$ cat src/rtl/ramd_pkg.sv
package ramd_pkg;

   localparam int MAX_PIXELS  = 2097152;
   localparam int IDX_W       = $clog2(MAX_PIXELS);
   localparam int FRAME_W     = 22;
   localparam int BG_W        = 24;
   localparam int QUEUE_DEPTH = 4;
   localparam int QPTR_W      = $clog2(QUEUE_DEPTH);
   localparam int QCNT_W      = $clog2(QUEUE_DEPTH + 1);
   localparam int CSR_IDX_W   = 2;
   localparam int CSR_DATA_W  = 22;

   // register indexes
   localparam logic [CSR_IDX_W-1:0] CSR_SENSITIVITY  = 2'd0;
   localparam logic [CSR_IDX_W-1:0] CSR_DECAY_Q16    = 2'd1;
   localparam logic [CSR_IDX_W-1:0] CSR_RENDER_MODE  = 2'd2;
   localparam logic [CSR_IDX_W-1:0] CSR_FRAME_PIXELS = 2'd3;

   // render modes; the unused code renders as the overlay
   localparam logic [1:0] RENDER_OVERLAY = 2'd0;
   localparam logic [1:0] RENDER_MASK    = 2'd1;
   localparam logic [1:0] RENDER_DIFF    = 2'd2;

   localparam logic [6:0]         SENS_RESET   = 7'd75;
   localparam logic [15:0]        DECAY_RESET  = 16'd3277;
   localparam logic [1:0]         MODE_RESET   = RENDER_OVERLAY;
   localparam logic [FRAME_W-1:0] FRAME_RESET  = 22'd307200;
   localparam logic [8:0]         THRESH_BASE  = 9'd101;

   typedef struct packed {
      logic [6:0]         sensitivity;
      logic [15:0]        decay_q16;
      logic [1:0]         render_mode;
      logic [FRAME_W-1:0] frame_pixels;
   } cfg_type;

   typedef struct packed {
      logic [IDX_W-1:0] pixel_index;
      logic [7:0]       blue;
      logic [7:0]       green;
      logic [7:0]       red;
      logic             last_of_frame;
   } req_type;

   typedef struct packed {
      logic [7:0] out_blue;
      logic [7:0] out_green;
      logic [7:0] out_red;
      logic       moving;
   } rsp_type;

   // classified pixel handed from front to back
   typedef struct packed {
      logic [IDX_W-1:0] idx;
      logic [7:0]       blue;
      logic [7:0]       green;
      logic [7:0]       red;
      logic [7:0]       luma;
      logic             in_range;
      logic             seeded;
   } work_type;

   function automatic logic [7:0] luma_of(input logic [7:0] b, input logic [7:0] g,
                                          input logic [7:0] r);
      logic [22:0] sum;
      sum = 23'(b) * 23'd1868 + 23'(g) * 23'd9617 + 23'(r) * 23'd4899 + 23'd8192;
      return sum[21:14];
   endfunction

   // (11*c + 9*t + 10) / 20 with t either 0 or 255; divide by reciprocal
   function automatic logic [7:0] blend_chan(input logic [7:0] c, input logic to_red);
      logic [12:0] x;
      logic [28:0] q;
      x = 13'(c) * 13'd11 + (to_red ? 13'd2295 : 13'd0) + 13'd10;
      q = 29'(x) * 29'd52429;
      return q[27:20];
   endfunction

endpackage

$ cat src/rtl/ramd_front.sv
module ramd_front (
   input  logic                     clock,
   input  logic                     reset,
   input  logic                     req_valid,
   input  ramd_pkg::req_type        req,
   output logic                     req_stall,
   input  logic [ramd_pkg::FRAME_W-1:0] frame_pixels,
   input  logic                     clear_model,
   input  logic                     q_full,
   output logic                     push,
   output ramd_pkg::work_type       push_data
);
   import ramd_pkg::*;

   logic model_valid_ff, model_valid_in;
   logic accept;

   assign req_stall = q_full;
   assign accept    = req_valid && !q_full;
   assign push      = accept;

   always_comb begin
      push_data.idx      = req.pixel_index;
      push_data.blue     = req.blue;
      push_data.green    = req.green;
      push_data.red      = req.red;
      push_data.luma     = luma_of(req.blue, req.green, req.red);
      push_data.in_range = {1'b0, req.pixel_index} < frame_pixels;
      push_data.seeded   = model_valid_ff;
   end

   always_comb begin
      model_valid_in = model_valid_ff;
      if (clear_model) begin
         model_valid_in = 1'b0;
      end else if (accept && req.last_of_frame) begin
         model_valid_in = 1'b1;
      end
   end

   always_ff @(posedge clock) begin
      if (reset) begin
         model_valid_ff <= 1'b0;
      end else begin
         model_valid_ff <= model_valid_in;
      end
   end

endmodule

$ cat config.mk
export PLATFORM = sky130hd
export DESIGN_NAME = ramd_front
export DESIGN_NICKNAME = d
export VERILOG_FILES = /design/src/rtl/ramd_pkg.sv /design/src/rtl/ramd_front.sv
export SDC_FILE = /design/constraint.sdc
export NUM_CORES = 1
export LEC_CHECK = 0
export BUFFER_PORTS_ARGS = -buffer_cell sky130_fd_sc_hd__buf_2
export CAP_MARGIN = 5
export CORE_MARGIN = 2
export CORE_UTILIZATION = 55
export CTS_BUF_LIST = sky130_fd_sc_hd__clkbuf_8
export CTS_CLUSTER_SIZE = 28
export DETAILED_ROUTE_END_ITERATION = 10
export GPL_ROUTABILITY_DRIVEN = 0
export PLACE_DENSITY = 0.81
export SYNTH_ARGS = -nofsm -noshare
export SYNTH_HDL_FRONTEND = slang
export SYNTH_SLANG_ARGS = --single-unit
$ cat constraint.sdc
create_clock -name clock -period 15.38 [get_ports clock]
set_clock_uncertainty 0.1 [all_clocks]
set_input_delay 1.538 -clock clock [delete_from_list [all_inputs] [get_ports clock]]
set_output_delay 1.538 -clock clock [all_outputs]
set_load 0.05 [all_outputs]
==> results.json <==
{
  "status": "finished clean",
  "fmaxAchievable_mhz": 96.1,
  "relSlewSlack": 0.699,
  "synth_top_cell_by_area": "ha_1",
  "ios": 130,
  "seqCellArea_sq_um": 20.0,
  "reg_top3": "model_valid_ff: 1 flops",
  "ys.flop_type": "dfxtp_1",
  "largest_reg_flops": 1,
  "port_buffers": 129,
  "synth_nets": 980,
  "drtIter0Drc": 136,
  "hold_violations": 0,
  "max_stage_delay_ns": 0.56,
  "grt_setup_unrepaired": "no",
  "yosys.area.top_type_share": 0.345,
  "cpMostUsedCell": "ha_1",
  "yosys-top-cells-area": "ha_1, fa_1, inv_1",
  "synth_area_per_cell_sq_um": 9.01,
  "die_y_microns": 108,
  "grt_overflow": 0,
  "grt_pass1_vias": 4856,
  "critPathCaptureType": "primary output",
  "timing.final.crit_share": 0.676,
  "die_area_sq_um": 11600,
  "drc": 0,
  "reg2reg_from": "model_valid_ff$_SDFFE_PP0P_",
  "slew_viol_final": 0,
  "yosys_warnings": 0,
  "setup_viol": 0,
  "post_cts_buffers": 0,
  "wl_microns": 12400,
  "area_delta_synth_final_pct": 7.82,
  "final_area_sq_um": 6380,
  "grt_pass1_wl_microns": 21100,
  "hold_path_end": "model_valid_ff$_SDFFE_PP0P_",
  "grt_util_all_layers": 0.226,
  "maxCapViolCount": 0,
  "nets": 1064,
  "synthCells": 657,
  "r2r_end": "model_valid_ff$_SDFFE_PP0P_",
  "hold_buffers": 0,
  "initial_core_util": 0.571,
  "n_fill_cell": 889,
  "dpl.hpwl_microns": 11600,
  "grt_max_degree": 10,
  "num_antenna_cells": 0,
  "tightestPinTransition_ns": 0.449,
  "post_drt_wl_per_cell_microns": 14.1,
  "synth_edf_count": 0,
  "ctsResizeCount": 0,
  "via_per_inst": 5.09,
  "slowest_stage": "fa_1",
  "worstHoldPathCells": 2,
  "mostFrequentLayoutCell": "inv_1",
  "placed_area_sq_um": 6380,
  "num_rows": 37,
  "cp.required_ns": 13.74,
  "hold_ws_ns": 0.394,
  "worstSkewPairLatency_ns": 0,
  "synthArstFlopShare": 0,
  "antenna_found_initial": 0,
  "criticalPathCategory": "in2out",
  "synth_area_sq_um": 5920,
  "holdCritPathClass": "reg2reg",
  "ys_ff_latch": 1,
  "drive_gt1_frac": 0.187,
  "r2r_cells": 2,
  "worstPathArrival_ns": 8.76,
  "synth_seq_area_share": 0.00338,
  "synth.distinct_cells": 45,
  "cp_max_fo": 7,
  "drt-pass1-iter-count": 4,
  "tns_ns": 0,
  "rrSetupSlack_ns": 14.72,
  "multi_input_area_sq_um": 4740,
  "vias": 4454,
  "startpoint_type": "input pin",
  "final_cell_mix": "inv_1, ha_1, buf_2, fa_1, a21o_1",
  "period_minus_slack_ns": 10.40,
  "hold_start": "model_valid_ff$_SDFFE_PP0P_",
  "coreArea_sq_um": 10400,
  "clkSlewWorstSetupHoldPaths_ns": 0,
  "ant_nets": 0,
  "regMostFlops": "model_valid_ff",
  "chipWidth_microns": 108,
  "crit_start": "req[22]"
}
==> cells in the mapped netlist (2+ instances only) <==
cell        n
o21ai_0    11
a211oi_1    2
a31oi_1     3
nor3_1      4
or2_2       3
ha_1      163
nand3_1     5
a21o_1     19
nand4_1     5
o21a_1      7
xor2_1      6
a221oi_1    2
nor2_1     16
xnor2_1    15
a211o_1     2
nand2_1     6
fa_1       87
buf_4      47
inv_1     214
a21oi_1    15
==> worst max-delay path: cells and delay by family <==
kind,cells,cell delay [ns]
compound gates,6,1.36
xor+xnor,1,0.08
fa+ha+maj,11,4.36
buf+inv,6,0.62
simple gates,5,0.80
==> routing by layer <==
metal	share of wire	up-vias	wire [microns]	track usage
met5	0	-	0	0
met4	0.024	0	297	0.0485
met3	0.039	20	482	0.00969
met2	0.53	116	6580	0.437
met1	0.40	2135	5000	0.276
li1	-	2183	-	-
==> through the flow <==
stage | setup WS, ns | instances | utilization
after CTS | 4.98 | 875 | 0.615
after global routing | 4.57 | 875 | 0.615
final | 4.98 | 875 | 0.615
after detailed placement | 4.98 | 875 | 0.615
after floorplan | 4.98 | 657 | -
after global placement | 5.18 | 875 | 0.615
==> layout make-up <==
class                   count  share of cell area
inverters                 214               0.126
multi-input cells         395               0.743
flip-flops and latches      1             0.00314
well taps                 136              0.0267
repair buffers            129               0.101
==> how the worst max path moves through the flow <==
stage,to,slack (ns),cells past startpoint
5_1_grt,push_data[9],4.57,29
6_report,push_data[9],4.98,29
2_1_floorplan,push_data[9],4.98,27
4_1_cts,push_data[9],4.98,29
3_5_place_dp,push_data[9],4.98,29
3_3_place_gp,push_data[9],5.18,29
==> cell families after synthesis <==
group                      Yosys count  share of synthesized area
buffers and inverters              261                      0.195
AOI/OAI and AO/OA                   73                     0.0856
muxes                                1                    0.00169
xor gates and xnor gates            21                     0.0311
and+or+nand+nor                     50                     0.0442
DFF                                  1                    0.00338
adders and majority gates          250                      0.639
Power is not shown: default switching activity piles up to over one toggle a cycle in this logic, so the estimate is an artifact.
