### src/rtl/ramd_pkg.sv
package ramd_pkg;

   localparam int MAX_PIXELS  = 2097152;
   localparam int IDX_W       = $clog2(MAX_PIXELS);
   localparam int FRAME_W     = 22;
   localparam int BG_W        = 24;
   localparam int QUEUE_DEPTH = 4;
   localparam int QPTR_W      = $clog2(QUEUE_DEPTH);
   localparam int QCNT_W      = $clog2(QUEUE_DEPTH + 1);
   localparam int CSR_IDX_W   = 2;
   localparam int CSR_DATA_W  = 22;

   // register indexes
   localparam logic [CSR_IDX_W-1:0] CSR_SENSITIVITY  = 2'd0;
   localparam logic [CSR_IDX_W-1:0] CSR_DECAY_Q16    = 2'd1;
   localparam logic [CSR_IDX_W-1:0] CSR_RENDER_MODE  = 2'd2;
   localparam logic [CSR_IDX_W-1:0] CSR_FRAME_PIXELS = 2'd3;

   // render modes; the unused code renders as the overlay
   localparam logic [1:0] RENDER_OVERLAY = 2'd0;
   localparam logic [1:0] RENDER_MASK    = 2'd1;
   localparam logic [1:0] RENDER_DIFF    = 2'd2;

   localparam logic [6:0]         SENS_RESET   = 7'd75;
   localparam logic [15:0]        DECAY_RESET  = 16'd3277;
   localparam logic [1:0]         MODE_RESET   = RENDER_OVERLAY;
   localparam logic [FRAME_W-1:0] FRAME_RESET  = 22'd307200;
   localparam logic [8:0]         THRESH_BASE  = 9'd101;

   typedef struct packed {
      logic [6:0]         sensitivity;
      logic [15:0]        decay_q16;
      logic [1:0]         render_mode;
      logic [FRAME_W-1:0] frame_pixels;
   } cfg_type;

   typedef struct packed {
      logic [IDX_W-1:0] pixel_index;
      logic [7:0]       blue;
      logic [7:0]       green;
      logic [7:0]       red;
      logic             last_of_frame;
   } req_type;

   typedef struct packed {
      logic [7:0] out_blue;
      logic [7:0] out_green;
      logic [7:0] out_red;
      logic       moving;
   } rsp_type;

   // classified pixel handed from front to back
   typedef struct packed {
      logic [IDX_W-1:0] idx;
      logic [7:0]       blue;
      logic [7:0]       green;
      logic [7:0]       red;
      logic [7:0]       luma;
      logic             in_range;
      logic             seeded;
   } work_type;

   function automatic logic [7:0] luma_of(input logic [7:0] b, input logic [7:0] g,
                                          input logic [7:0] r);
      logic [22:0] sum;
      sum = 23'(b) * 23'd1868 + 23'(g) * 23'd9617 + 23'(r) * 23'd4899 + 23'd8192;
      return sum[21:14];
   endfunction

   // (11*c + 9*t + 10) / 20 with t either 0 or 255; divide by reciprocal
   function automatic logic [7:0] blend_chan(input logic [7:0] c, input logic to_red);
      logic [12:0] x;
      logic [28:0] q;
      x = 13'(c) * 13'd11 + (to_red ? 13'd2295 : 13'd0) + 13'd10;
      q = 29'(x) * 29'd52429;
      return q[27:20];
   endfunction

endpackage

### src/rtl/ramd_queue.sv
module ramd_queue (
   input  logic               clock,
   input  logic               reset,
   input  logic               push,
   input  ramd_pkg::work_type push_data,
   output logic               full,
   input  logic               pop,
   output logic               not_empty,
   output ramd_pkg::work_type head
);
   import ramd_pkg::*;

   work_type            slot_ff [QUEUE_DEPTH];
   logic [QPTR_W-1:0]   wr_ptr_ff, wr_ptr_in;
   logic [QPTR_W-1:0]   rd_ptr_ff, rd_ptr_in;
   logic [QCNT_W-1:0]   count_ff, count_in;

   assign full      = count_ff == QCNT_W'(QUEUE_DEPTH);
   assign not_empty = count_ff != '0;
   assign head      = slot_ff[rd_ptr_ff];

   always_comb begin
      wr_ptr_in = push ? wr_ptr_ff + 1'b1 : wr_ptr_ff;
      rd_ptr_in = pop  ? rd_ptr_ff + 1'b1 : rd_ptr_ff;
      count_in  = count_ff;
      if (push && !pop) begin
         count_in = count_ff + 1'b1;
      end else if (pop && !push) begin
         count_in = count_ff - 1'b1;
      end
   end

   always_ff @(posedge clock) begin
      if (reset) begin
         wr_ptr_ff <= '0;
         rd_ptr_ff <= '0;
         count_ff  <= '0;
      end else begin
         wr_ptr_ff <= wr_ptr_in;
         rd_ptr_ff <= rd_ptr_in;
         count_ff  <= count_in;
      end
   end

   always_ff @(posedge clock) begin
      if (push) begin
         slot_ff[wr_ptr_ff] <= push_data;
      end
   end

endmodule

### config.mk
export PLATFORM = sky130hd
export DESIGN_NAME = ramd_queue
export DESIGN_NICKNAME = d
export VERILOG_FILES = /design/src/rtl/ramd_pkg.sv /design/src/rtl/ramd_queue.sv
export SDC_FILE = /design/constraint.sdc
export NUM_CORES = 1
export LEC_CHECK = 0
export ABC_AREA = 1
export BUFFER_PORTS_ARGS = -buffer_cell sky130_fd_sc_hd__buf_4
export CAP_MARGIN = 25
export CELL_PAD_IN_SITES_DETAIL_PLACEMENT = 1
export CELL_PAD_IN_SITES_GLOBAL_PLACEMENT = 1
export CORE_MARGIN = 2
export CORE_UTILIZATION = 53
export CTS_BUF_LIST = sky130_fd_sc_hd__clkbuf_8
export DETAILED_ROUTE_END_ITERATION = 10
export PLACE_DENSITY_LB_ADDON = 0.1
export RECOVER_POWER = 100
export SYNTH_ARGS = -nofsm -noshare
export SYNTH_HDL_FRONTEND = slang
export SYNTH_SLANG_ARGS = --single-unit
### constraint.sdc
create_clock -name clock -period 4.5 [get_ports clock]
set_input_delay 0.675 -clock clock [delete_from_list [all_inputs] [get_ports clock]]
set_output_delay 0.675 -clock clock [all_outputs]
set_load 0.02 [all_outputs]
==> results.sh <==
export IMPL_period_share=0.8588
export IMPL_grtUsageMet2=0.4243
export IMPL_setup_tns_ns=0
export IMPL_antenna_found_initial=1
export IMPL_drive_gt1_frac=0.1310
export IMPL_worstSetupPathType="flop to output pin"
export IMPL_die_h_um=131.4
export IMPL_grt_met3_usage=0.06096
export IMPL_grt_max_degree=65
export IMPL_cp_cell_sequence="clkinv_2 -> clkbuf_2 -> o21ai_0 -> o22ai_1 -> buf_4"
export IMPL_grt_pass1_wl_mm=32.09
export IMPL_clk_pin_slew_ns=0.06
export IMPL_detail_route_wl_per_cell_um=20.88
export IMPL_overflow=0
export IMPL_r2r_end="slot_ff[3][21]$_DFFE_PP_"
export IMPL_cts_setup_buffers=0
export IMPL_die_area_um2=17260
export IMPL_cts_made_buffers=38
export IMPL_drc=0
export IMPL_internal_power_mw=3.423
export IMPL_yosys_area_top_type_share=0.7682
export IMPL_initial_core_util=0.5414
export IMPL_dr_first_iter_drc_count=414
export IMPL_cts_tree="built"
export IMPL_io_pins=116
export IMPL_clk_insertion_delay_late_ns=0.52
export IMPL_num_rows=46
export IMPL_power_density_nw_per_um2=458.2
export IMPL_hold_depth=2
export IMPL_htree_levels=2
export IMPL_cts_sinks=229
export IMPL_pre_cts_ws_ns=1.401
export IMPL_period_needed_ns=3.864
export IMPL_ctsHoldBuffers=0
export IMPL_max_stage_delay_ns=0.66
export IMPL_vias_per_cell=5.539
export IMPL_cap_violations=4
export IMPL_clock_fmax_mhz=258.8
export IMPL_violations="capacitance limit, slew limit"
export IMPL_grt_met1_usage=0.2922
export IMPL_sw_frac_of_total=0.2513
export IMPL_crit_arrival_ns=3.19
export IMPL_final_common_cell="edfxtp_1"
export IMPL_max_slew_margin_rel=-0.6645
export IMPL_num_fill_cells=1597
export IMPL_core_area_um2=15890
export IMPL_place_hpwl_mm=11.97
export IMPL_yosys_warnings=0
export IMPL_critPathCaptureType="output pin"
export IMPL_rsz0062_at_grt="no"
export IMPL_syn_area_um2=8599
export IMPL_r2r_start="wr_ptr_ff[1]$_SDFFE_PP0P_"
export IMPL_combPwrFrac=0.108
export IMPL_vias=5345
export IMPL_synth_top_area_cell="edfxtp_1"
export IMPL_finClkSkew_ns=0.01617
export IMPL_setup_viol=0
export IMPL_fp_dieW_um=131.4
export IMPL_gp_congestion=0.6951
export IMPL_fin_nets=787
export IMPL_hold_violations=0
export IMPL_portBuffers=115
export IMPL_busiest_layer="met2"
export IMPL_cts_root_buffer="clkbuf_8"
export IMPL_layout_common_cells="edfxtp_1 (220), nor2_1 (117), o21ai_0 (109)"
export IMPL_switchingPower_mw=1.149
export IMPL_syn2layout_area_growth_pct=16.03
export IMPL_syn_avg_cell_area_um2=14.55
export IMPL_status="finished with violations"
export IMPL_syn_inst=591
export IMPL_drt_first_pass_iters=4
export IMPL_slew_viol_final=140
export IMPL_cts_path_max_buffers=3
export IMPL_hold_start="reset"
export IMPL_cp_required_ns=3.83
export IMPL_ff2ff_setup_slack_ns=0.89
export IMPL_p_seq_frac=0.541
export IMPL_ys_seq_area_frac=0.7892
export IMPL_syn_nets=656
export IMPL_drtAntennaViolNets=0
export IMPL_ir_worst_vdd_uv=283.7
export IMPL_reg2reg_depth=5
export IMPL_synth_cell_types=20
export IMPL_worstMarginPinSlew_ns=2.497
export IMPL_hold_class="input port to flop"
export IMPL_synth_seq_cells=229
export IMPL_instances_no_fill=965
export IMPL_slowest_stage="dfxtp_4"
export IMPL_regArea_um2=6792
export IMPL_clkPwrFrac=0.350
export IMPL_p_leak_nw=3.456
export IMPL_grt_pass1_vias=5929
export IMPL_place_inst=896
export IMPL_worst_slack_ns=0.6356
export IMPL_drt_wl_total_mm=20.15
export IMPL_hold_path_end="count_ff[0]$_SDFFE_PP0P_"
export IMPL_synth_area_leaders="edfxtp_1 (77%), nor2_1 (5.1%), o21ai_0 (4.1%)"
export IMPL_crit_fanout=48
export IMPL_ctsResizeCount=0
export IMPL_track_usage=0.2417
export IMPL_worst_setup_path_start_kind="flop"
export IMPL_multiInputGateArea_um2=1519
==> flip-flops by register name, summed over array words and instances, names as in the netlist, named ones only <==
name	count
wr_ptr_ff	2
slot_ff	220
count_ff	3
rd_ptr_ff	2
==> critical path: cells and delay by family, from the launching register on <==
kind / cells / cell delay [ns]
flip-flops: 1 / 0.66
buffers and inverters: 3 / 1.41
AO/OA/AOI/OAI: 2 / 0.55
==> cells by family (layout without fill, tap and decap cells) <==
kind of cell / count (synthesis) / in the layout / share of synthesized area
fa+ha+maj: 6 / 6 / 0.009603
compound gates: 173 / 173 / 0.1087
buf+inv: 52 / 209 / 0.03419
simple gates: 130 / 130 / 0.05733
other cells: 0 / 1 / 0
xor+xnor: 1 / 1 / 0.001019
flops: 229 / 229 / 0.7892
==> Yosys cell counts <==
library cell,n
edfxtp_1,220
a21oi_1,3
xor2_1,1
nand3_1,1
o22ai_1,55
nor2_1,117
buf_6,12
nand4_1,1
nor3_1,1
dfxtp_1,9
clkbuf_1,18
o21ai_1,45
inv_2,1
buf_4,1
buf_2,4
inv_1,16
o21ai_0,70
nand2_1,10
fa_1,1
ha_1,5
==> per-stage QoR <==
| stage | hold WS, ns | power (mW) | utilization | instance area [um^2] |
|---|---|---|---|---|
| 2_1_floorplan | 0.4115 | 2.808 | - | 8600 |
| 6_report | 0.3186 | 4.573 | 0.6282 | 9978 |
| 4_1_cts | 0.2927 | 4.658 | 0.6452 | 10250 |
| 3_3_place_gp | 0.4173 | 3.029 | 0.6024 | 9569 |
| 5_1_grt | 0.3081 | 4.755 | 0.6282 | 9978 |
| 3_5_place_dp | 0.4298 | 3.064 | 0.6037 | 9589 |
==> routing by layer <==
layer  vias up  wire length, um
met5         -                0
met4         0              474
met3        39             1058
met2       136            10490
met1      2693             8125
li1       2477                -
==> area by class of cell <==
type                    instances  share of cell area
flip-flops and latches        229              0.6806
multi-input cells             310              0.1522
repair buffers                126             0.06721
clock buffers                  41             0.05655
well taps                     216             0.02708
clock inverters                25            0.009530
inverters                      17            0.006520
diodes                          1           0.0002508
==> power by group through the flow <==
stage	Sequential, mW	Clock (mW)	Combinational (mW)
after CTS	2.47	1.64	0.549
after global routing	2.48	1.73	0.544
final	2.47	1.60	0.496
after floorplan	2.50	0	0.307
after global placement	2.51	0	0.519
after detailed placement	2.52	0	0.547
==> how the worst max path moves through the flow <==
stage,from,end,depth (start not counted)
finish,flop,head[25],5
global route,flop,head[52],5
CTS,flop,head[52],5
detailed placement,flop,head[52],5
global placement,flop,head[52],5
floorplan,push,slot_ff[0][0]$_DFFE_PP_,2
Note: power is estimated with default switching activity, not from simulation.
